<file path="config.mk">
export PLATFORM = sky130hd
export DESIGN_NAME = gsp_ram
export DESIGN_NICKNAME = d
export VERILOG_FILES = /design/src/sv/gray_sobel_pixel_stream_defines.svh /design/src/sv/gsp_ram.sv
export SDC_FILE = /design/constraint.sdc
export NUM_CORES = 1
export LEC_CHECK = 0
export ABC_AREA = 1
export ABC_CLOCK_PERIOD_IN_PS = 1600
export BUFFER_PORTS_ARGS = -buffer_cell sky130_fd_sc_hd__buf_4
export CORE_MARGIN = 4
export CORE_UTILIZATION = 30
export CTS_BUF_LIST = sky130_fd_sc_hd__clkbuf_4
export DETAILED_ROUTE_END_ITERATION = 10
export PLACE_DENSITY = 0.44
export SLEW_MARGIN = 20
export SYNTH_ARGS = -nofsm -noshare
export SYNTH_HDL_FRONTEND = slang
export SYNTH_SLANG_ARGS = --single-unit
</file>
<file path="constraint.sdc">
create_clock -name i_clk -period 1.6 [get_ports i_clk]
set_input_delay 0.08 -clock i_clk [delete_from_list [all_inputs] [get_ports i_clk]]
set_output_delay 0.08 -clock i_clk [all_outputs]
set_load 0.02 [all_outputs]
</file>
<file path="src/sv/gray_sobel_pixel_stream_defines.svh">
// assertion macros for the gray sobel pixel stream
`ifndef GRAY_SOBEL_PIXEL_STREAM_DEFINES_SVH
`define GRAY_SOBEL_PIXEL_STREAM_DEFINES_SVH

// same-cycle implication, checked outside reset
`define GSP_CHECK(lbl, ante, cons, msg) \
    lbl: assert property (@(posedge i_clk) disable iff (!i_rst_n) (ante) |-> (cons)) \
        else $error(msg);

// next-cycle implication, checked outside reset
`define GSP_CHECK_NEXT(lbl, ante, cons, msg) \
    lbl: assert property (@(posedge i_clk) disable iff (!i_rst_n) (ante) |=> (cons)) \
        else $error(msg);

`endif

</file>
<file path="src/sv/gsp_ram.sv">
// single write, dual read synchronous ram
module gsp_ram #(
    parameter int DEPTH = 16,
    parameter int DATA_W = 4,
    localparam int ADDR_W = $clog2(DEPTH)
) (
    input  logic              i_clk,
    input  logic              i_we,
    input  logic [ADDR_W-1:0] i_waddr,
    input  logic [DATA_W-1:0] i_wdata,
    input  logic [ADDR_W-1:0] i_raddr0,
    input  logic [ADDR_W-1:0] i_raddr1,
    output logic [DATA_W-1:0] o_rdata0,
    output logic [DATA_W-1:0] o_rdata1
);

    logic [DATA_W-1:0] r_mem [DEPTH];
    logic [DATA_W-1:0] r_rd0;
    logic [DATA_W-1:0] r_rd1;

    always_ff @(posedge i_clk) begin
        if (i_we) begin
            r_mem[i_waddr] <= i_wdata;
        end
    end

    always_ff @(posedge i_clk) begin
        r_rd0 <= r_mem[i_raddr0];
        r_rd1 <= r_mem[i_raddr1];
    end

    assign o_rdata0 = r_rd0;
    assign o_rdata1 = r_rd1;

endmodule

</file>
==> summary.md <==
| Metric | Value |
|---|---|
| Status | finished, final reports clean |
| Post-CTS Resized | 0 |
| Initial DRC Count | 383 |
| Ports | 26 |
| Overall power | 4.03 mW |
| DRC viols | 0 |
| Total CTS buffers | 9 |
| Post-DR vias/cell | 4.71 |
| IO buf count | 25 |
| Power Dens Cells | 963 nW/um2 |
| First-pass GRT wire length | 16.8 mm |
| Hold Path Stages | 4 |
| CTS clk-pin slew, worst paths | 0.12 ns |
| H-tree levels | 3 |
| Fin nets | 480 |
| Vias in the first global route | 2971 |
| Synthesized net count | 459 |
| Worst-Skew Late Latency | 0.43 ns |
| Setup TNS | 0 ns |
| Leakage | 1.86 nW |
| ANT nets after route | 0 |
| Core Footprint | 12100 um2 |
| Syn Inst Count | 441 |
| Die area | 14300 um2 |
| Worst path arrival time | 1.36 ns |
| Multi-input gate area | 1170 um2 |
| Critical Path Source Type | register |
| Clk root buf | clkbuf_4 |
| Worst Max-Slew Pin Slew | 0.656 ns |
| Mapped Area | 3740 um2 |
| Compound-Gate Fraction of Synth Area | 0 |
| CP max FO | 2 |
| Crit path capture type | register |
| Clock sinks | 72 |
| # rows | 40 |
| Die H | 120 um |
| Gr usage total | 0.155 |
| WP data required | 1.94 ns |
| Max-cap violations | 0 |
| Initial antenna violation count | 0 |
| Fin crit share | 0.643 |
| Diode count | 0 |
| Register Area | 2080 um2 |
| HPWL Detailed | 7.35 mm |
| Post-Synth XOR/XNOR Area | 0 |
| Hold Vio Cnt, Final | 0 |
| Depth of the most critical reg-to-reg path | 6 |
| Max_slew headroom | 0.561 |
| TritonRoute pass-1 iters | 5 |
| Yosys warns | 0 |
| FMAX | 973 MHz |
| DIE WIDTH | 120 um |
| Maximum root-to-sink buffer count | 2 |
| Final setup viols | 0 |
| Post-Synth Simple-Gate Area | 0.314 |
| Wire per inst | 16.8 um |
| Fill cells | 1316 |
| Post-Route WL | 10.7 mm |
| CTS tree | yes |
| Area Growth Syn to Fin | 11.8% |
| Share of post-route cells with drive strength above 1 | 0.0942 |
| Post-CTS Setup Bufs | 0 |
| Routability cong. | 0.840 |
| Via count | 2988 |
| CTS Hold Buffers Added | 5 |
| Largest family of logic cells by synthesized area | simple AND/OR/NAND/NOR gates |
| Worst VDD drop | 0.000509 V |
| Post-synthesis adder-cell area fraction | 0 |
| Largest net degree at the start of global routing | 34 |
| Number of library cell types mapped by synthesis | 12 |
| Initial Util | 0.309 |
| Post-synthesis mux area share | 0 |
| Reg2Reg Setup Slack | 0.57 ns |
| CP Class | reg2reg |
| Setup Skew | 0.00862 ns |
| Synthesis-stage register bit count | 72 |
| Average size of a mapped cell | 8.48 um2 |
| Gr ovfl total | 0 |
| RSZ-0062 raised after global routing | no |
| Fin. max-slew vios | 0 |
| Min cycle time layout | 1.03 ns |
| Seq/Total Area, Yosys | 0.557 |
| Hold crit path type | in2reg |
| Most common library cell in the layout ignoring fill and taps | nand2_1 |
| Leading cell types in the layout, fill and taps excluded | nand2_1, nand3_1, inv_1, edfxtp_1, buf_4 |
logic make-up (layout without fill, tap and decap cells):
kind of cell,Yosys count,after routing
AND/OR/NAND/NOR,273,273
buffers and inverters,96,122
flip-flops,72,72
power by group:
part           internal, mW  switching, mW  leakage, nW
logic                 0.159          0.327         1.12
registers              2.10         0.0166        0.646
clock network         0.778          0.648       0.0910
Yosys cell counts (all sizes together):
library cell  count  area [um2]
nand3           113         566
nand3b            2        15.0
nand2           141         529
dfxtp             8         160
edfxtp           64        1920
buf              22         200
inv              74         285
nor2             17        63.8
through the flow:
step	cell area, um2	setup slack [ns]	hold slack (ns)	cells	utilization
4_1_cts	4170	0.564	0.000356	634	0.345
6_report	4180	0.572	0.0522	635	0.345
2_1_floorplan	3740	0.776	0.179	441	-
3_3_place_gp	3950	0.132	0.366	613	0.326
5_1_grt	4180	0.419	0.0351	635	0.345
3_5_place_dp	3950	0.131	0.379	613	0.326
area by class of cell:
type	instances	area share
repair buffers	32	0.0610
flip-flops and latches	72	0.498
well taps	168	0.0502
clock buffers	9	0.0161
multi-input cells	273	0.281
inverters	74	0.0682
clock inverters	7	0.0263
sequential cells by signal, summed over array words and instances, names as in the netlist:
signal	count
o_rdata0	4
o_rdata1	4
r_mem	64
critical path, stage by stage, from the launching register on:
cell and delay (ns):
edfxtp_1 0.39, inv_1 0.09, nand2_1 0.05, nand3_1 0.09
nand3_1 0.14, nand3_1 0.12, nand2_1 0.06
worst paths after layout:
check	startpoint	end
worst max-delay path	r_mem[1][0]	o_rdata0[0]
worst min-delay path	i_raddr1[2]	o_rdata1[0]
worst max register to register	r_mem[1][0]	o_rdata0[0]
worst min register to register	r_mem[6][0]	o_rdata1[0]
metal layers:
metal | up-vias | track usage | part of all wire
li1 | 1455 | - | -
met1 | 1392 | 0.225 | 0.49
met2 | 116 | 0.227 | 0.43
met3 | 25 | 0.0372 | 0.062
met4 | 0 | 0.0487 | 0.022
met5 | - | 0 | 0
Power figures use the tool's default switching activity.
