<file path="src/sv/gray_sobel_pixel_stream_defines.svh">
// assertion macros for the gray sobel pixel stream
`ifndef GRAY_SOBEL_PIXEL_STREAM_DEFINES_SVH
`define GRAY_SOBEL_PIXEL_STREAM_DEFINES_SVH

// same-cycle implication, checked outside reset
`define GSP_CHECK(lbl, ante, cons, msg) \
    lbl: assert property (@(posedge i_clk) disable iff (!i_rst_n) (ante) |-> (cons)) \
        else $error(msg);

// next-cycle implication, checked outside reset
`define GSP_CHECK_NEXT(lbl, ante, cons, msg) \
    lbl: assert property (@(posedge i_clk) disable iff (!i_rst_n) (ante) |=> (cons)) \
        else $error(msg);

`endif

</file>
<file path="src/sv/gsp_pkg.sv">
// shared constants and types of the gray sobel pixel stream
package gsp_pkg;

    localparam int IMAGE_WIDTH  = 64;
    localparam int BUFFER_DEPTH = 4096;
    localparam int ADDR_W       = $clog2(BUFFER_DEPTH);
    localparam int IDX_W        = $clog2(BUFFER_DEPTH + IMAGE_WIDTH + 2) + 1;

    localparam int GRAY_W  = 4;
    localparam int PIX_W   = 12;
    localparam int TDATA_W = 16;
    localparam int TAP_N   = 4;
    localparam int H_W     = 7;
    localparam int SQ_W    = 2 * H_W - 2;
    localparam int SUM_W   = SQ_W + 1;
    localparam int MAG_MAX = 15;

    localparam int Q_DEPTH = 4;
    localparam int Q_AW    = $clog2(Q_DEPTH);
    localparam int PEND_W  = $clog2(Q_DEPTH + 1);

    typedef logic [GRAY_W-1:0] t_gray;
    typedef logic [TAP_N-1:0][GRAY_W-1:0] t_taps;

    typedef struct packed {
        logic             first;
        logic             second;
        logic [TAP_N-1:0] ok;
    } t_tap_ctl;

endpackage

</file>
<file path="src/sv/gsp_out_q.sv">
// result queue in front of the output channel
`include "gray_sobel_pixel_stream_defines.svh"

module gsp_out_q (
    input  logic           i_clk,
    input  logic           i_rst_n,
    input  logic           i_push,
    input  gsp_pkg::t_gray i_data,
    output logic           o_valid,
    input  logic           i_ready,
    output gsp_pkg::t_gray o_data
);

    import gsp_pkg::*;

    t_gray             r_mem [Q_DEPTH];
    logic [Q_AW-1:0]   r_wr, n_wr, r_rd, n_rd;
    logic [PEND_W-1:0] r_count, n_count;
    logic              pop;

    assign o_valid = (r_count != '0);
    assign o_data  = r_mem[r_rd];
    assign pop     = o_valid && i_ready;

    always_comb begin
        n_wr    = r_wr;
        n_rd    = r_rd;
        n_count = r_count;
        if (i_push) begin
            n_wr = (r_wr == Q_AW'(Q_DEPTH - 1)) ? '0 : r_wr + 1'b1;
        end
        if (pop) begin
            n_rd = (r_rd == Q_AW'(Q_DEPTH - 1)) ? '0 : r_rd + 1'b1;
        end
        if (i_push && !pop) begin
            n_count = r_count + 1'b1;
        end else if (!i_push && pop) begin
            n_count = r_count - 1'b1;
        end
    end

    always_ff @(posedge i_clk) begin
        if (i_push) begin
            r_mem[r_wr] <= i_data;
        end
    end

    always_ff @(posedge i_clk) begin
        if (!i_rst_n) begin
            r_wr    <= '0;
            r_rd    <= '0;
            r_count <= '0;
        end else begin
            r_wr    <= n_wr;
            r_rd    <= n_rd;
            r_count <= n_count;
        end
    end

    `GSP_CHECK(a_no_overflow, i_push, r_count != PEND_W'(Q_DEPTH), "result queue overflow")

endmodule

</file>
<file path="config.mk">
export PLATFORM = sky130hd
export DESIGN_NAME = gsp_out_q
export DESIGN_NICKNAME = d
export VERILOG_FILES = /design/src/sv/gsp_pkg.sv /design/src/sv/gsp_out_q.sv
export VERILOG_INCLUDE_DIRS = /design/src /design/src/sv
export SDC_FILE = /design/constraint.sdc
export NUM_CORES = 1
export LEC_CHECK = 0
export BUFFER_PORTS_ARGS = -buffer_cell sky130_fd_sc_hd__clkbuf_2
export CAP_MARGIN = 5
export CORE_ASPECT_RATIO = 0.8
export CORE_MARGIN = 3
export CORE_UTILIZATION = 55
export CTS_CLUSTER_DIAMETER = 200
export DETAILED_ROUTE_END_ITERATION = 12
export HOLD_SLACK_MARGIN = 0.02
export PLACE_DENSITY = 0.76
export SLEW_MARGIN = 0
export SYNTH_ARGS = -nofsm -noshare
export SYNTH_HDL_FRONTEND = slang
export SYNTH_SLANG_ARGS = --single-unit
export TNS_END_PERCENT = 20
</file>
<file path="constraint.sdc">
create_clock -name i_clk -period 2.2 [get_ports i_clk]
set_input_delay 0.11 -clock i_clk [delete_from_list [all_inputs] [get_ports i_clk]]
set_output_delay 0.11 -clock i_clk [all_outputs]
set_load 0.01 [all_outputs]
</file>
==> impl_metrics.ini, run 1 <==
[die]
num_rows = 13
start_util_pct = 61.54
core_mm2 = 0.001708
chipHeight_um = 45.10
ios = 13
chipWidth_um = 54.88
dieArea_mm2 = 0.002475

[yosys]
yosys_warnings = 0
syn_nets = 80
ys_seq_elements = 25
netlist_instances = 65
syn_area_per_cell_um2 = 16.17
synth_area_mm2 = 0.001051
synth-seq-area-share_pct = 62.86
yosysUniqueCellTypes = 18

[outcome]
status = complete, no violations

[cells_and_area]
area_delta_synth_final_pct = 13.45
drive_gt1_share_pct = 20.24
layout_common_cells = 16 x edfxtp_1, 12 x clkbuf_2, 9 x dfxtp_1
layout_commonest_cell = edfxtp_1
diodes = 0
fin_nets = 100

[cts]
tritoncts.num_buffers = 3
clkLatencyLatePin_ns = 0.31
cts_tree = done
cts.sinks = 25
root_buffer = clkbuf_4
path_clk_slew_ns = 0.12
clockBufferDepth = 2
htreeDepth = 1

[power]
pwr-share-clk_pct = 17.3
p_int_mw = 0.7938
peakVddDrop_v = 0.0005392
pwr-share-seq_pct = 56.0
switching_share_pct = 28.82
leakage_nw = 0.4666
power_switching_mw = 0.3215
finalPower_mw = 1.115
pwr-share-comb_pct = 26.7
p_per_area_mw_per_mm2 = 935.3

[sta]
relSlewSlack_pct = 82.64
final_hold_viol_count = 0
max_freq_mhz = 486.3
timing.final.crit_share_pct = 93.46
worst_pin_slew_ns = 0.2605
layout_min_cycle_time_ns = 2.056
fin_setup_tns_ns = 0
clock_skew_ns = 0.009667
rsz0062_at_grt = false
drv_slew = 0
setup_violations = 0

[worst_setup_path]
crit_path_start_kind = register
worstSetupPathType = reg -> reg
cp.required_ns = 2.45
cp_max_fo = 4
endpoint_kind = register
cp.arrival_ns = 2.30
worst-path-buf-inv = 1
slowest_stage = dfxtp_1
reg2reg_slack_ns = 0.14
worst_path_dominant_cell_family = adder cells
max_stage_delay_ns = 0.40
worstPathCellList = o31ai_4 > ha_1 > inv_1 > fa_1 > xor2_1 > or3_1 > a21boi_1

[detailed_routing]
drtIter0Drc = 4
vias_per_cell = 5.519
ant_nets = 0
wl_per_cell_um = 15.50
wirelength_um = 1643
drt-pass1-iter-count = 4
via_count = 585
drc_errors = 0

[grt]
grt_overflow_total = 0
track_usage_pct = 16.96
grt_antenna_before_repair = 0
grt_pass1_wl_um = 2766
grt_pass1_vias = 583
grt_max_degree = 14

[place]
hpwl_um = 1268
place_congestion = 0.6608
placement.io_buffers = 12

[hold_path]
hold_path_class = in -> reg

[job]
drv_cap = 0
[power by group through the flow]
stage	sequential, mW	clock [mW]	combinational (mW)
floorplan	0.619	0	0.207
global placement	0.632	0	0.276
detailed placement	0.637	0	0.290
CTS	0.626	0.197	0.293
global route	0.635	0.212	0.345
finish	0.625	0.193	0.298
[final cells by class]
class                      count  area [um^2]
sequential                    25        660.6
inverter                       3        11.26
clock buffer                   4        26.28
multi-input combinational     37        379.1
fill                         125        515.5
tap                           22        27.53
timing repair buffer          15        87.58
[Yosys cell counts (all sizes together)]
master	number	area (um^2)
edfxtp	16	480.5
dfxtp	9	180.2
ha	6	75.07
and2	5	31.28
mux4	4	105.1
inv	3	11.26
mux2i	3	30.03
nor2b	3	18.77
o21ai	3	15.01
nand2	2	7.510
nand3	2	10.01
nor2	2	7.510
or3	2	12.51
a21boi	1	7.510
fa	1	20.02
o31ai	1	21.27
xnor2	1	8.760
xor2	1	8.760
[through the flow]
| stage | utilization, % | area [um^2] | setup slack, ns | hold slack (ns) | std cells |
|---|---|---|---|---|---|
| global placement | 66.67 | 1139 | 0.2245 | 0.3294 | 99 |
| finish | 69.82 | 1192 | 0.1438 | 0.03366 | 106 |
| detailed placement | 66.67 | 1139 | 0.1639 | 0.3377 | 99 |
| floorplan | - | 1051 | 0.2785 | 0.2089 | 65 |
| CTS | 69.38 | 1185 | 0.1172 | 0.02285 | 105 |
| global route | 69.82 | 1192 | 0.008724 | 0.02446 | 106 |
[routing by layer]
| metal | track usage [%] | share of wire [%] | vias up |
|---|---|---|---|
| met3 | 4.950 | 4.7 | 4 |
| met2 | 27.83 | 51 | 12 |
| met1 | 20.62 | 43 | 288 |
| li1 | - | - | 281 |
| met4 | 7.463 | 1.8 | 0 |
| met5 | 0 | 0 | - |
[flip-flops by register name (all words and copies together) (netlist names), named ones only]
name	cells
r_rd	2
r_wr	2
r_count	3
r_mem	16
[cell families (layout without fill, tap and decap cells)]
| family | after synthesis | in the layout | share of synthesized area (%) |
|---|---|---|---|
| flip-flops | 25 | 25 | 62.86 |
| AO/OA/AOI/OAI | 5 | 5 | 4.166 |
| adder cells (fa/ha/maj) | 7 | 7 | 9.048 |
| buffers and inverters | 3 | 22 | 1.071 |
| multiplexers | 7 | 7 | 12.86 |
| XOR/XNOR | 2 | 2 | 1.667 |
| AND/OR/NAND/NOR | 16 | 16 | 8.334 |
[what timing repair did]
item | 4_1_cts | 5_1_grt
hold buffers | 2 | 0
resized for setup | 0 | 0
hold endpoints to repair | 8 | 0
buffers inserted | 0 | 1
endpoints found under the setup margin | 0 | 1
[path summary, 6_finish.rpt]
path                                         startpoint                      end  depth (start not counted)
worst max-delay path            r_count[0]$_SDFFE_PN0P_  r_count[2]$_SDFFE_PN0P_                          7
worst min-delay path                          i_data[1]    r_mem[3][1]$_DFFE_PP_                          1
worst max register to register  r_count[0]$_SDFFE_PN0P_  r_count[2]$_SDFFE_PN0P_                          7
worst min register to register     r_rd[1]$_SDFFE_PN0P_                 register                          2
(Power assumes the default switching activity.)
==> run 2: changes to the inputs <==
CORE_UTILIZATION = 53   (was 55)
PLACE_DENSITY = 0.74   (was 0.76)
SLEW_MARGIN = 20   (was 0)
==> run 2 against run 1 <==
Net effect:
- fmax rose by 0.80%
- utilization fell by 0.44 points
- sequential power barely moved
- largest cell class unchanged
- critical path type unchanged
- count of clock-buffer cells in the layout did not move
==> impl_metrics.ini, run 2 (same netlist as run 1, synthesis figures left out) <==
[hold_path]
hold_path_class = in -> reg

[cts]
clkLatencyLatePin_ns = 0.30
cts_tree = done
cts.sinks = 25
tritoncts.num_buffers = 3
cts_setup_buffers = 0
htreeDepth = 1
path_clk_slew_ns = 0.12
clockBufferDepth = 2
root_buffer = clkbuf_4

[detailed_routing]
wl_per_cell_um = 14.10
via_count = 553
ant_nets = 0
drt-pass1-iter-count = 4
wirelength_um = 1509
drtIter0Drc = 8
vias_per_cell = 5.168
drc_errors = 0

[die]
num_rows = 13
ios = 13
dieArea_mm2 = 0.002557
core_mm2 = 0.001740
chipHeight_um = 45.83
chipWidth_um = 55.79
start_util_pct = 60.39

[cells_and_area]
fillCellCount = 108
area_delta_synth_final_pct = 14.88
layout_commonest_cell = edfxtp_1
regArea_um2 = 660.6
drive_gt1_share_pct = 20.00
top_regs = r_mem x16, r_count x3
fin_nets = 101
layout_common_cells = 16 x edfxtp_1, 12 x clkbuf_2, 9 x dfxtp_1
top_register = r_mem
stdcell_count = 107
utilization_pct = 69.37
multi_input_area_um2 = 381.6
largest_reg_flops = 16
diodes = 0

[worst_setup_path]
endpoint_kind = register
reg2reg_slack_ns = 0.16
worst-path-buf-inv = 1
worstPathCellList = o31ai_4 > ha_2 > inv_1 > fa_1 > xor2_1 > or3_1 > a21boi_1
slowest_stage = dfxtp_1
max_stage_delay_ns = 0.39
cp.required_ns = 2.44
worstSetupPathType = reg -> reg
cp.arrival_ns = 2.28
worst_path_dominant_cell_family = adder cells
crit_path_start_kind = register
cp_max_fo = 5

[grt]
grt_pass1_wl_um = 2408
grt_max_degree = 14
grt_antenna_before_repair = 0
grt_pass1_vias = 526
grt_overflow_total = 0
track_usage_pct = 13.54

[power]
p_int_mw = 0.7900
pwr-share-comb_pct = 26.2
leakage_nw = 0.4692
pwr-share-clk_pct = 17.0
switching_share_pct = 28.14
power_switching_mw = 0.3093
finalPower_mw = 1.099
pwr-share-seq_pct = 56.8
p_per_area_mw_per_mm2 = 910.5
peakVddDrop_v = 0.0006613

[sta]
timing.final.crit_share_pct = 92.72
max_freq_mhz = 490.2
drv_slew = 0
relSlewSlack_pct = 83.03
layout_min_cycle_time_ns = 2.040
fin_setup_tns_ns = 0
rsz0062_at_grt = false
hold_slack_ns = 0.1338
worst_pin_slew_ns = 0.2546
clock_skew_ns = 0.005203
setup_violations = 0
final_hold_viol_count = 0

[place]
hpwl_um = 1173
dp.cells = 99
place_congestion = 0.6653
placement.io_buffers = 12

[job]
drv_cap = 0

[outcome]
status = complete, no violations
## run 2: cell count changes in the layout (fill, tap and decap cells not counted), sizes merged
cell	delta
dlygate4sd3	+2
buf	-1
## run 2: worst paths after layout
path         depth (start not counted)               startpoint                      end
max                                  7  r_count[0]$_SDFFE_PN0P_  r_count[2]$_SDFFE_PN0P_
min                                  3                  i_ready     r_rd[0]$_SDFFE_PN0P_
max reg2reg                          7  r_count[0]$_SDFFE_PN0P_  r_count[2]$_SDFFE_PN0P_
min reg2reg                          2     r_rd[0]$_SDFFE_PN0P_     r_rd[0]$_SDFFE_PN0P_
## run 2: power by group through the flow
| stage | Combinational (mW) | Sequential [mW] | Clock, mW |
|---|---|---|---|
| after global placement | 0.276 | 0.633 | 0 |
| after detailed placement | 0.283 | 0.637 | 0 |
| final | 0.288 | 0.624 | 0.187 |
| after CTS | 0.288 | 0.626 | 0.197 |
| after global routing | 0.326 | 0.633 | 0.214 |
| after floorplan | 0.207 | 0.619 | 0 |
## run 2: final cells by class
cell class | instances | share of cell area [%]
multi-input combinational | 37 | 31.61
timing repair buffer | 16 | 8.290
clock buffer | 4 | 2.176
inverter | 3 | 0.9326
tap | 22 | 2.280
sequential | 25 | 54.71
## run 2: worst min-delay path, stage by stage
cell	delay [ns]
clkbuf_2	0.10
o31ai_4	0.07
o21ai_0	0.10
## run 2: what timing repair did
| item | in CTS | in global routing |
|---|---|---|
| endpoints found under the setup margin | 0 | 1 |
| resized for setup | 0 | 1 |
| hold buffers | 3 | 1 |
| hold endpoints to repair | 12 | 4 |
## run 2: layer usage
| layer | part of all wire, % | GRT usage, % | vias to the layer above |
|---|---|---|---|
| met5 | 0 | 0 | - |
| met4 | 0.66 | 4.369 | 0 |
| met3 | 5.4 | 6.232 | 2 |
| met2 | 45 | 20.99 | 13 |
| met1 | 49 | 17.15 | 254 |
| li1 | - | - | 284 |
## run 2: metrics by stage
| step | setup slack [ns] | cell area, um^2 |
|---|---|---|
| after floorplan | 0.2785 | 1051 |
| after global placement | 0.2247 | 1139 |
| after detailed placement | 0.1743 | 1139 |
| after CTS | 0.1440 | 1195 |
| after global routing | 0.01316 | 1207 |
| final | 0.1601 | 1207 |
