### src/sv/gray_sobel_pixel_stream_defines.svh
// assertion macros for the gray sobel pixel stream
`ifndef GRAY_SOBEL_PIXEL_STREAM_DEFINES_SVH
`define GRAY_SOBEL_PIXEL_STREAM_DEFINES_SVH

// same-cycle implication, checked outside reset
`define GSP_CHECK(lbl, ante, cons, msg) \
    lbl: assert property (@(posedge i_clk) disable iff (!i_rst_n) (ante) |-> (cons)) \
        else $error(msg);

// next-cycle implication, checked outside reset
`define GSP_CHECK_NEXT(lbl, ante, cons, msg) \
    lbl: assert property (@(posedge i_clk) disable iff (!i_rst_n) (ante) |=> (cons)) \
        else $error(msg);

`endif

### src/sv/gsp_pkg.sv
// shared constants and types of the gray sobel pixel stream
package gsp_pkg;

    localparam int IMAGE_WIDTH  = 64;
    localparam int BUFFER_DEPTH = 4096;
    localparam int ADDR_W       = $clog2(BUFFER_DEPTH);
    localparam int IDX_W        = $clog2(BUFFER_DEPTH + IMAGE_WIDTH + 2) + 1;

    localparam int GRAY_W  = 4;
    localparam int PIX_W   = 12;
    localparam int TDATA_W = 16;
    localparam int TAP_N   = 4;
    localparam int H_W     = 7;
    localparam int SQ_W    = 2 * H_W - 2;
    localparam int SUM_W   = SQ_W + 1;
    localparam int MAG_MAX = 15;

    localparam int Q_DEPTH = 4;
    localparam int Q_AW    = $clog2(Q_DEPTH);
    localparam int PEND_W  = $clog2(Q_DEPTH + 1);

    typedef logic [GRAY_W-1:0] t_gray;
    typedef logic [TAP_N-1:0][GRAY_W-1:0] t_taps;

    typedef struct packed {
        logic             first;
        logic             second;
        logic [TAP_N-1:0] ok;
    } t_tap_ctl;

endpackage

### src/sv/gsp_mag.sv
// sobel accumulation, squaring and saturated square root
`include "gray_sobel_pixel_stream_defines.svh"

module gsp_mag (
    input  logic              i_clk,
    input  logic              i_rst_n,
    input  gsp_pkg::t_tap_ctl i_ctl,
    input  gsp_pkg::t_taps    i_taps,
    output logic              o_valid,
    output gsp_pkg::t_gray    o_mag
);

    import gsp_pkg::*;

    typedef logic signed [H_W-1:0] t_h;

    t_h                      p [TAP_N];
    t_h                      n_h0, n_v0, n_h, n_v;
    t_h                      r_h0, r_v0, r_h, r_v;
    logic signed [2*H_W-1:0] hh_full, vv_full;
    logic [SQ_W-1:0]         r_hh, r_vv;
    logic [SUM_W-1:0]        sum;
    t_gray                   n_mag, r_mag;
    logic                    r_hv_v, r_sq_v, r_mag_v;

    // out-of-range or unwritten taps read as zero
    always_comb begin
        for (int i = 0; i < TAP_N; i++) begin
            p[i] = i_ctl.ok[i] ? t_h'(i_taps[i]) : '0;
        end
    end

    // top row and left centre tap
    assign n_h0 = p[2] - p[0] - p[3] - p[3];
    assign n_v0 = t_h'(0) - p[0] - p[1] - p[1] - p[2];

    // right centre tap and bottom row
    assign n_h = r_h0 + p[0] + p[0] - p[1] + p[3];
    assign n_v = r_v0 + p[1] + p[2] + p[2] + p[3];

    always_ff @(posedge i_clk) begin
        if (i_ctl.first) begin
            r_h0 <= n_h0;
            r_v0 <= n_v0;
        end
        if (i_ctl.second) begin
            r_h <= n_h;
            r_v <= n_v;
        end
    end

    always_comb begin
        hh_full = r_h * r_h;
        vv_full = r_v * r_v;
    end

    always_ff @(posedge i_clk) begin
        r_hh <= hh_full[SQ_W-1:0];
        r_vv <= vv_full[SQ_W-1:0];
    end

    assign sum = {1'b0, r_hh} + {1'b0, r_vv};

    always_comb begin
        n_mag = '0;
        for (int k = 1; k <= MAG_MAX; k++) begin
            if (sum >= SUM_W'(k * k)) begin
                n_mag = GRAY_W'(k);
            end
        end
    end

    always_ff @(posedge i_clk) begin
        r_mag <= n_mag;
    end

    always_ff @(posedge i_clk) begin
        if (!i_rst_n) begin
            r_hv_v  <= 1'b0;
            r_sq_v  <= 1'b0;
            r_mag_v <= 1'b0;
        end else begin
            r_hv_v  <= i_ctl.second;
            r_sq_v  <= r_hv_v;
            r_mag_v <= r_sq_v;
        end
    end

    assign o_valid = r_mag_v;
    assign o_mag   = r_mag;

    `GSP_CHECK_NEXT(a_second_follows, i_ctl.first, i_ctl.second, "bottom row read missing")
    `GSP_CHECK(a_second_paired, i_ctl.second, $past(i_ctl.first), "bottom row without top row")

endmodule

### config.mk
export PLATFORM = sky130hd
export DESIGN_NAME = gsp_mag
export DESIGN_NICKNAME = d
export VERILOG_FILES = /design/src/sv/gsp_pkg.sv /design/src/sv/gsp_mag.sv
export VERILOG_INCLUDE_DIRS = /design/src /design/src/sv
export SDC_FILE = /design/constraint.sdc
export NUM_CORES = 1
export LEC_CHECK = 0
export BUFFER_PORTS_ARGS = -buffer_cell sky130_fd_sc_hd__buf_2
export CAP_MARGIN = 20
export CORE_MARGIN = 2
export CORE_UTILIZATION = 45
export CTS_BUF_LIST = sky130_fd_sc_hd__clkbuf_8 sky130_fd_sc_hd__clkbuf_16
export CTS_CLUSTER_SIZE = 25
export DETAILED_ROUTE_END_ITERATION = 10
export GPL_ROUTABILITY_DRIVEN = 0
export GPL_TIMING_DRIVEN = 1
export PLACE_DENSITY = 0.61
export SKIP_CTS_REPAIR_TIMING = 1
export SYNTH_ARGS = -nofsm -noshare
export SYNTH_HDL_FRONTEND = slang
export SYNTH_SLANG_ARGS = --single-unit
### constraint.sdc
create_clock -name i_clk -period 6.8 [get_ports i_clk]
set_clock_uncertainty 0.2 [all_clocks]
set_input_delay 1.02 -clock i_clk [delete_from_list [all_inputs] [get_ports i_clk]]
set_output_delay 1.02 -clock i_clk [all_outputs]
set_load 0.01 [all_outputs]
==> results of run 1 <==
==> cell type report <==
cell class	count	area, µm²	area share
clock buffers	5	125	0.0185
clock inverters	3	37.5	0.00555
inverters	115	432	0.0639
multi-input cells	452	4460	0.660
flip-flops and latches	54	1340	0.198
well taps	180	225	0.0333
repair buffers	28	140	0.0207
==> metal layers <==
metal	part of all wire	wire (µm)	vias up
met5	0	0	-
met4	0.024	248	0
met3	0.033	345	12
met2	0.51	5270	63
met1	0.44	4550	1984
li1	-	-	2101
==> path summary, 6_finish.rpt <==
path,slack (ps),end
max,2320,r_hh[11]$_DFF_P_
min,240,o_valid$_SDFF_PN0_
max reg2reg,2320,r_hh[11]$_DFF_P_
min reg2reg,240,o_valid$_SDFF_PN0_
==> registers in the layout, indices dropped and copies added (netlist names) <==
| name | cells |
|---|---|
| o_mag | 4 |
| o_valid | 1 |
| r_h | 7 |
| r_h0 | 7 |
| r_hh | 11 |
| r_hv_v | 1 |
| r_sq_v | 1 |
| r_v | 6 |
| r_v0 | 6 |
| r_vv | 10 |
==> cell families after synthesis <==
kind of cell	count (synthesis)	share of synthesized area
xor gates and xnor gates	55	0.0768
muxes	2	0.00319
AOI/OAI and AO/OA	96	0.103
DFF	54	0.214
buffers and inverters	124	0.0758
adders and majority gates	159	0.406
and+or+nand+nor	140	0.122
==> synthesized netlist by cell type, drive strengths merged (2+ instances only) <==
library cell / count / area, µm²
a21boi: 2 / 15.0
nor2: 14 / 52.6
a22oi: 2 / 15.0
a32oi: 2 / 17.5
and4: 2 / 17.5
ha: 85 / 1060
o21a: 3 / 22.5
o211ai: 2 / 15.0
fa: 74 / 1480
nor3: 3 / 20.0
and2: 35 / 221
buf: 3 / 21.3
and3b: 3 / 26.3
edfxtp: 26 / 781
xnor2: 46 / 403
a311o: 2 / 20.0
a211oi: 4 / 35.0
nand2b: 8 / 50.1
nand3: 8 / 40.0
mux2i: 2 / 20.0
inv: 115 / 432
nand3b: 2 / 15.0
nand2: 38 / 143
clkbuf: 6 / 22.5
a21o: 17 / 128
a21oi: 29 / 145
or2: 5 / 31.3
dfxtp: 28 / 561
nor2b: 10 / 62.6
and3: 7 / 46.3
o21bai: 9 / 67.6
o21ai: 15 / 75.1
xor2: 9 / 78.8
==> critical path, cell delays in order, from the launching register on <==
cell and delay, ps:
edfxtp_1 620, nand2b_1 270, fa_1 520, fa_1 510, fa_1 540, inv_1 60, fa_1 480, ha_1 350
a21oi_1 220, o21bai_1 90, a21oi_1 210, o21ai_0 140, xnor2_1 140
==> per-stage QoR <==
stage | utilization | hold slack, ps | cell area, µm² | std cells | setup WS [ps]
after floorplan | - | 160 | 6280 | 630 | 2630
after global placement | 0.479 | 220 | 6600 | 829 | 2430
after detailed placement | 0.479 | 222 | 6600 | 829 | 2310
after CTS | 0.491 | 238 | 6760 | 837 | 2290
after global routing | 0.491 | 255 | 6760 | 837 | 2130
final | 0.491 | 235 | 6760 | 837 | 2320
==> run_results.csv, run 1 <==
group,metric,value,unit
floorplan,io_pins,29,
synthesis,synth_cells,630,
clocking,clk_latency,310,ps
synthesis,seq_area_frac_synth,0.214,
synthesis,synth-edff-count,26,
final_layout,diodes,0,
clocking,clkTransAtPathRegs,70,ps
timing,setup_viol,0,
timing,fin_crit,4480,ps
clocking,numCtsBuffers,5,
routing,wire_per_inst,12.5,µm
synthesis,avgSynthCellArea,9.96,µm²
floorplan,start_util,0.456,
timing,clock.fmax,0.223,GHz
grt,busiest_layer,"met2",
final_layout,layout_commonest_cell,"inv_1",
floorplan,die_h,122,µm
grt,grt_start_max_net_pins,22,
routing,vias_per_cell,4.97,
routing,drt_first_pass_iters,4,
floorplan,die_x,122,µm
hold_path,hp-class,"reg -> reg",
worst_setup_path,cp.arrival,4470,ps
floorplan,core,13800,µm²
timing,fin_crit_sh,0.659,
synthesis,synth_ff_type,"dfxtp_1",
final_layout,fill_cells,1318,
synthesis,ys_types,53,
hold_path,hold-path-cell-count,1,
final_layout,drive_gt1_frac,0.0700,
grt,grtUsageMet1,0.185,
floorplan,num_rows,43,
timing,rsz0062_at_grt,"no",
timing,hold_violations,0,
worst_setup_path,startpoint_type,"register",
grt,use_met2,0.278,
final_layout,layout_common_cells,"117 x inv_1, 85 x ha_1, 74 x fa_1, 46 x xnor2_1, 38 x nand2_1",
routing,ant_nets,0,
worst_setup_path,r2r_start,"r_h[0]$_DFFE_PP_",
synthesis,ys_ff_latch,54,
run,max_cap_violations,0,
grt,antenna_found_initial,0,
grt,grt_pass1_wl,18400,µm
clocking,cts_tree,"built",
synthesis,netlist_area,6280,µm²
timing,tns,0,ps
synthesis,syn-num-nets,813,
outcome,status,"finished, final reports clean",
worst_setup_path,r2r_cells,12,
clocking,cts_sinks,54,
routing,route.detailed.drc,0,
synthesis,synth-async-reset-ratio,0,
grt,track_usage,0.155,
timing,final-max-slew-violation-count,0,
clocking,clockBufferDepth,2,
placement,port-buffer-count,28,
routing,first_iter_violations,105,
routing,vias,4160,
worst_setup_path,path_class,"reg -> reg",
placement,post-dp-hpwl,9070,µm
clocking,htreeDepth,2,
grt,first_global_vias,4244,
clocking,cts_root_buffer,"clkbuf_16",
grt,overflow,0,
worst_setup_path,required,6790,ps
final_layout,area_delta_synth_final,7.72,%
hold_path,min_from,"r_sq_v$_SDFF_PN0_",
worst_setup_path,crit_path_start,"r_h[0]$_DFFE_PP_",
synthesis,synth_warnings,0,
timing,worst_slew_pin_slew,509,ps
worst_setup_path,endpoint_kind,"register",
final_layout,fin_nets,839,
timing,relSlewSlack,0.661,
grt,met3_usage,0.0248,
worst_setup_path,cp_max_fo,21,
floorplan,dieArea,14900,µm²
routing,drt-total-wl,10400,µm
Power of run 1 is not shown: default switching activity piles up to over one toggle a cycle in this logic, so the estimate is an artifact.
==> inputs of run 2 (changes only) <==
Clock period 6.8 ns to 4.4 ns, I/O delays scaled along.
==> run 2 against run 1 <==
Flip-flop and latch count unchanged; largest cell class unchanged; sequential share of layout area decreased by 0.48 points; worst setup slack got worse by 2100 ps; die area is the same; fmax grew 7.2%; critical path depth increased by 1; first-iteration DRC count is 6.7% higher; routed wire length grew 5.6%; via count up 2.9%.
==> run_results.csv, run 2 (same netlist as run 1, synthesis figures left out) <==
group,metric,value,unit
outcome,status,"finished, final reports clean",
hold_path,min_from,"r_hv_v$_SDFF_PN0_",
grt,track_usage,0.168,
worst_setup_path,startpoint_type,"register",
timing,worst_slew_pin_slew,441,ps
clocking,cts_tree,"built",
timing,hold_violations,0,
final_layout,fin_nets,855,
routing,first_iter_violations,112,
timing,clock.fmax,0.239,GHz
floorplan,num_rows,43,
worst_setup_path,cp.arrival,4150,ps
grt,grt_start_max_net_pins,18,
timing,fin_crit,4180,ps
routing,drt_first_pass_iters,4,
grt,first_global_vias,4596,
floorplan,die_h,122,µm
timing,fin_crit_sh,0.950,
routing,vias,4282,
timing,whs,234,ps
timing,relSlewSlack,0.704,
timing,final-max-slew-violation-count,0,
worst_setup_path,endpoint_kind,"register",
floorplan,die_x,122,µm
clocking,clockBufferDepth,2,
final_layout,layout_common_cells,"115 x inv_1, 85 x ha_1, 73 x fa_1, 46 x xnor2_1, 38 x nand2_1",
clocking,cts_root_buffer,"clkbuf_16",
hold_path,hp-class,"reg -> reg",
final_layout,fill_cells,1302,
worst_setup_path,path_class,"reg -> reg",
final_layout,top_register,"r_hh",
placement,post-dp-hpwl,9590,µm
run,max_cap_violations,0,
worst_setup_path,r2r_start,"r_h[1]$_DFFE_PP_",
worst_setup_path,crit_path_start,"r_h[1]$_DFFE_PP_",
clocking,numCtsBuffers,5,
routing,wire_per_inst,12.9,µm
final_layout,layout_commonest_cell,"inv_1",
floorplan,start_util,0.456,
timing,post-route-worst-setup-slack,218,ps
final_layout,drive_gt1_frac,0.103,
clocking,htreeDepth,2,
final_layout,top_regs,"r_hh x11, r_vv x10",
worst_setup_path,cp_max_fo,7,
routing,vias_per_cell,5.02,
floorplan,io_pins,29,
grt,overflow,0,
grt,grt_pass1_wl,20200,µm
final_layout,post-route-util,0.503,
final_layout,largest_register_ffs,11,
routing,ant_nets,0,
final_layout,area_delta_synth_final,10.4,%
routing,drt-total-wl,11000,µm
floorplan,core,13800,µm²
routing,route.detailed.drc,0,
clocking,cts_sinks,54,
timing,setup_viol,0,
floorplan,dieArea,14900,µm²
clocking,clkTransAtPathRegs,70,ps
placement,port-buffer-count,28,
placement,post-place-ws,52.7,ps
grt,antenna_found_initial,0,
clocking,clk_latency,300,ps
final_layout,diodes,0,
worst_setup_path,required,4370,ps
==> run 2: cell types whose count changed in the layout (fill, tap and decap cells not counted), moves of 2 or more <==
| cell | before | now |
|---|---|---|
| o21ai_0 | 14 | 12 |
| buf_4 | 0 | 16 |
| a21oi_1 | 29 | 25 |
| inv_1 | 117 | 115 |
| a21oi_2 | 0 | 4 |
| o21ai_1 | 1 | 3 |
==> run 2: layout make-up <==
cell class | count | area (µm²) | area share
clock buffer | 5 | 125 | 0.0181
clock inverter | 3 | 68.8 | 0.00993
inverter | 115 | 432 | 0.0623
multi-input combinational | 452 | 4480 | 0.646
sequential | 54 | 1340 | 0.194
tap | 180 | 225 | 0.0325
timing repair buffer | 44 | 260 | 0.0376
==> run 2: stage by stage <==
stage | cells | cell area (µm²) | TNS (ps)
5_1_grt | 853 | 6930 | -1.62
2_1_floorplan | 630 | 6280 | 0
4_1_cts | 845 | 6850 | 0
3_5_place_dp | 837 | 6660 | 0
3_3_place_gp | 837 | 6660 | 0
6_report | 853 | 6930 | 0
==> run 2: per-layer routing <==
metal | vias up | part of all wire | global-route usage | wire [µm]
met1 | 2062 | 0.42 | 0.190 | 4580
met3 | 18 | 0.024 | 0.0239 | 265
met2 | 66 | 0.52 | 0.317 | 5750
met5 | - | 0 | 0 | 0
met4 | 0 | 0.036 | 0.0632 | 396
li1 | 2136 | - | - | -
==> run 2: worst paths after layout <==
kind                                          end  slack [ps]  cells past startpoint
worst max register to register   r_hh[11]$_DFF_P_         220                     13
worst min register to register  r_sq_v$_SDFF_PN0_         230                      1
worst max-delay path             r_hh[11]$_DFF_P_         220                     13
worst min-delay path            r_sq_v$_SDFF_PN0_         230                      1
==> run 2: critical path: stages (launching register included) <==
cell	delay [ps]
edfxtp_1	470
buf_4	180
and2_1	210
fa_2	590
inv_1	70
fa_1	460
fa_1	540
inv_1	50
fa_1	430
xor2_1	180
xnor2_1	190
xnor2_1	100
xnor2_1	260
xnor2_1	110
Power of run 2 is left out for the same reason.
==> inputs of run 3 (changes only) <==
Settings changed: PLACE_DENSITY 0.61 to 0.7.
==> run 3 against run 2 <==
Sequential share of layout area hardly changed; fmax is 0.81% lower; final area hardly changed; routed wire length is 0.72% higher; clock-buffer cell count stayed put; non-clock buffer count is 4 higher; first-iteration DRC count is 24% higher; largest cell class unchanged; worst setup slack worse by 34 ps; worst hold slack better by 0.63 ps; core utilization hardly changed; critical path depth stayed put.
==> run_results.csv, run 3 (same netlist as run 1, synthesis figures left out) <==
group,metric,value,unit
clocking,htreeDepth,2,
floorplan,io_pins,29,
floorplan,num_rows,43,
clocking,clk_latency,290,ps
clocking,clockBufferDepth,2,
placement,post-dp-hpwl,9420,µm
worst_setup_path,startpoint_type,"register",
routing,route.detailed.drc,0,
worst_setup_path,cpPeakStageDelay,540,ps
worst_setup_path,crit_buf_inv,3,
worst_setup_path,slowest_stage,"fa_1",
floorplan,core,13800,µm²
worst_setup_path,endpoint_kind,"register",
final_layout,top_regs,"r_hh x11, r_vv x10",
floorplan,dieArea,14900,µm²
floorplan,die_h,122,µm
clocking,numCtsBuffers,5,
final_layout,layout_commonest_cell,"inv_1",
worst_setup_path,path_class,"reg -> reg",
timing,fin_crit_sh,0.958,
worst_setup_path,crit_family,"adder cells",
routing,first_iter_violations,139,
final_layout,largest_register_ffs,11,
routing,wire_per_inst,12.9,µm
final_layout,multi_input_area,4480,µm²
timing,relSlewSlack,0.692,
worst_setup_path,worst_path_most_repeated_cell,"fa_1",
outcome,status,"finished, final reports clean",
timing,clock.fmax,0.237,GHz
timing,rsz0062_at_grt,"no",
grt,grt_pass1_wl,19500,µm
final_layout,fin_nets,859,
final_layout,diodes,0,
worst_setup_path,r2r_slack,180,ps
placement,port-buffer-count,28,
final_layout,fill_cells,1261,
floorplan,start_util,0.456,
grt,overflow,0,
worst_setup_path,required,4380,ps
worst_setup_path,cp_max_fo,7,
timing,tns,0,ps
clocking,clkTransAtPathRegs,70,ps
routing,vias_per_cell,4.99,
routing,drt-total-wl,11100,µm
final_layout,area_delta_synth_final,10.4,%
floorplan,die_x,122,µm
grt,grt_start_max_net_pins,16,
clocking,cts_tree,"built",
grt,first_global_vias,4572,
final_layout,top_register,"r_hh",
timing,setup_viol,0,
clocking,cts_root_buffer,"clkbuf_16",
timing,worst_slew_pin_slew,459,ps
final_layout,layout_common_cells,"117 x inv_1, 85 x ha_1, 73 x fa_1, 46 x xnor2_1, 38 x nand2_1",
timing,final-max-slew-violation-count,0,
worst_setup_path,critical_path.cell_chain,"buf_4 > nand2b_1 > fa_1 > inv_1 > fa_1 > fa_1 > fa_1 > ha_1 > inv_1 > o21bai_1 > a21oi_1 > o21ai_0 > xnor2_1",
clocking,cts_sinks,54,
final_layout,drive_gt1_frac,0.105,
worst_setup_path,cp.arrival,4200,ps
run,max_cap_violations,0,
routing,vias,4275,
timing,hold_violations,0,
routing,ant_nets,0,
routing,drt_first_pass_iters,4,
hold_path,hp-class,"reg -> reg",
grt,track_usage,0.161,
final_layout,regArea,1340,µm²
timing,fin_crit,4220,ps
grt,antenna_found_initial,0,
==> run 3: worst register-to-register path, stage by stage (launching register included) <==
cell	delay, ps
edfxtp_1	460
buf_4	190
nand2b_1	170
fa_1	540
inv_1	50
fa_1	500
fa_1	520
fa_1	490
ha_1	350
inv_1	80
o21bai_1	70
a21oi_1	220
o21ai_0	150
xnor2_1	130
==> run 3: layout make-up <==
cell class                      instances  area share
Clock buffer                            5      0.0181
Clock inverter                          3     0.00542
Inverter                              115      0.0623
Multi-Input combinational cell        452       0.646
Sequential cell                        54       0.194
Tap cell                              180      0.0325
Timing Repair Buffer                   48      0.0419
==> run 3: final timing paths <==
kind                          start                end  depth (start not counted)
setup / recovery   r_v[1]$_DFFE_PP_   r_vv[11]$_DFF_P_                         13
hold reg to reg   r_hv_v$_SDFF_PN0_  r_sq_v$_SDFF_PN0_                          1
setup reg to reg   r_v[1]$_DFFE_PP_   r_vv[11]$_DFF_P_                         13
hold / removal    r_hv_v$_SDFF_PN0_  r_sq_v$_SDFF_PN0_                          1
==> run 3: metal layers <==
metal  GRT usage  wire length (µm)  vias to the layer above
met4      0.0517               259                        0
met5           0                 0                        -
li1            -                 -                     2152
met1       0.195              4910                     2024
met2       0.290              5520                       83
met3      0.0253               390                       16
==> run 3: stage by stage <==
| stage | instances | instance area (µm²) | utilization | setup WS, ps | hold WS, ps |
|---|---|---|---|---|---|
| 6_report | 857 | 6930 | 0.503 | 184 | 234 |
| 5_1_grt | 857 | 6930 | 0.503 | 3.54 | 274 |
| 4_1_cts | 845 | 6820 | 0.495 | 85.5 | 235 |
| 3_5_place_dp | 837 | 6660 | 0.483 | 96.5 | 219 |
| 3_3_place_gp | 837 | 6660 | 0.483 | 226 | 215 |
| 2_1_floorplan | 630 | 6280 | - | 230 | 160 |
Power of run 3 is left out for the same reason.
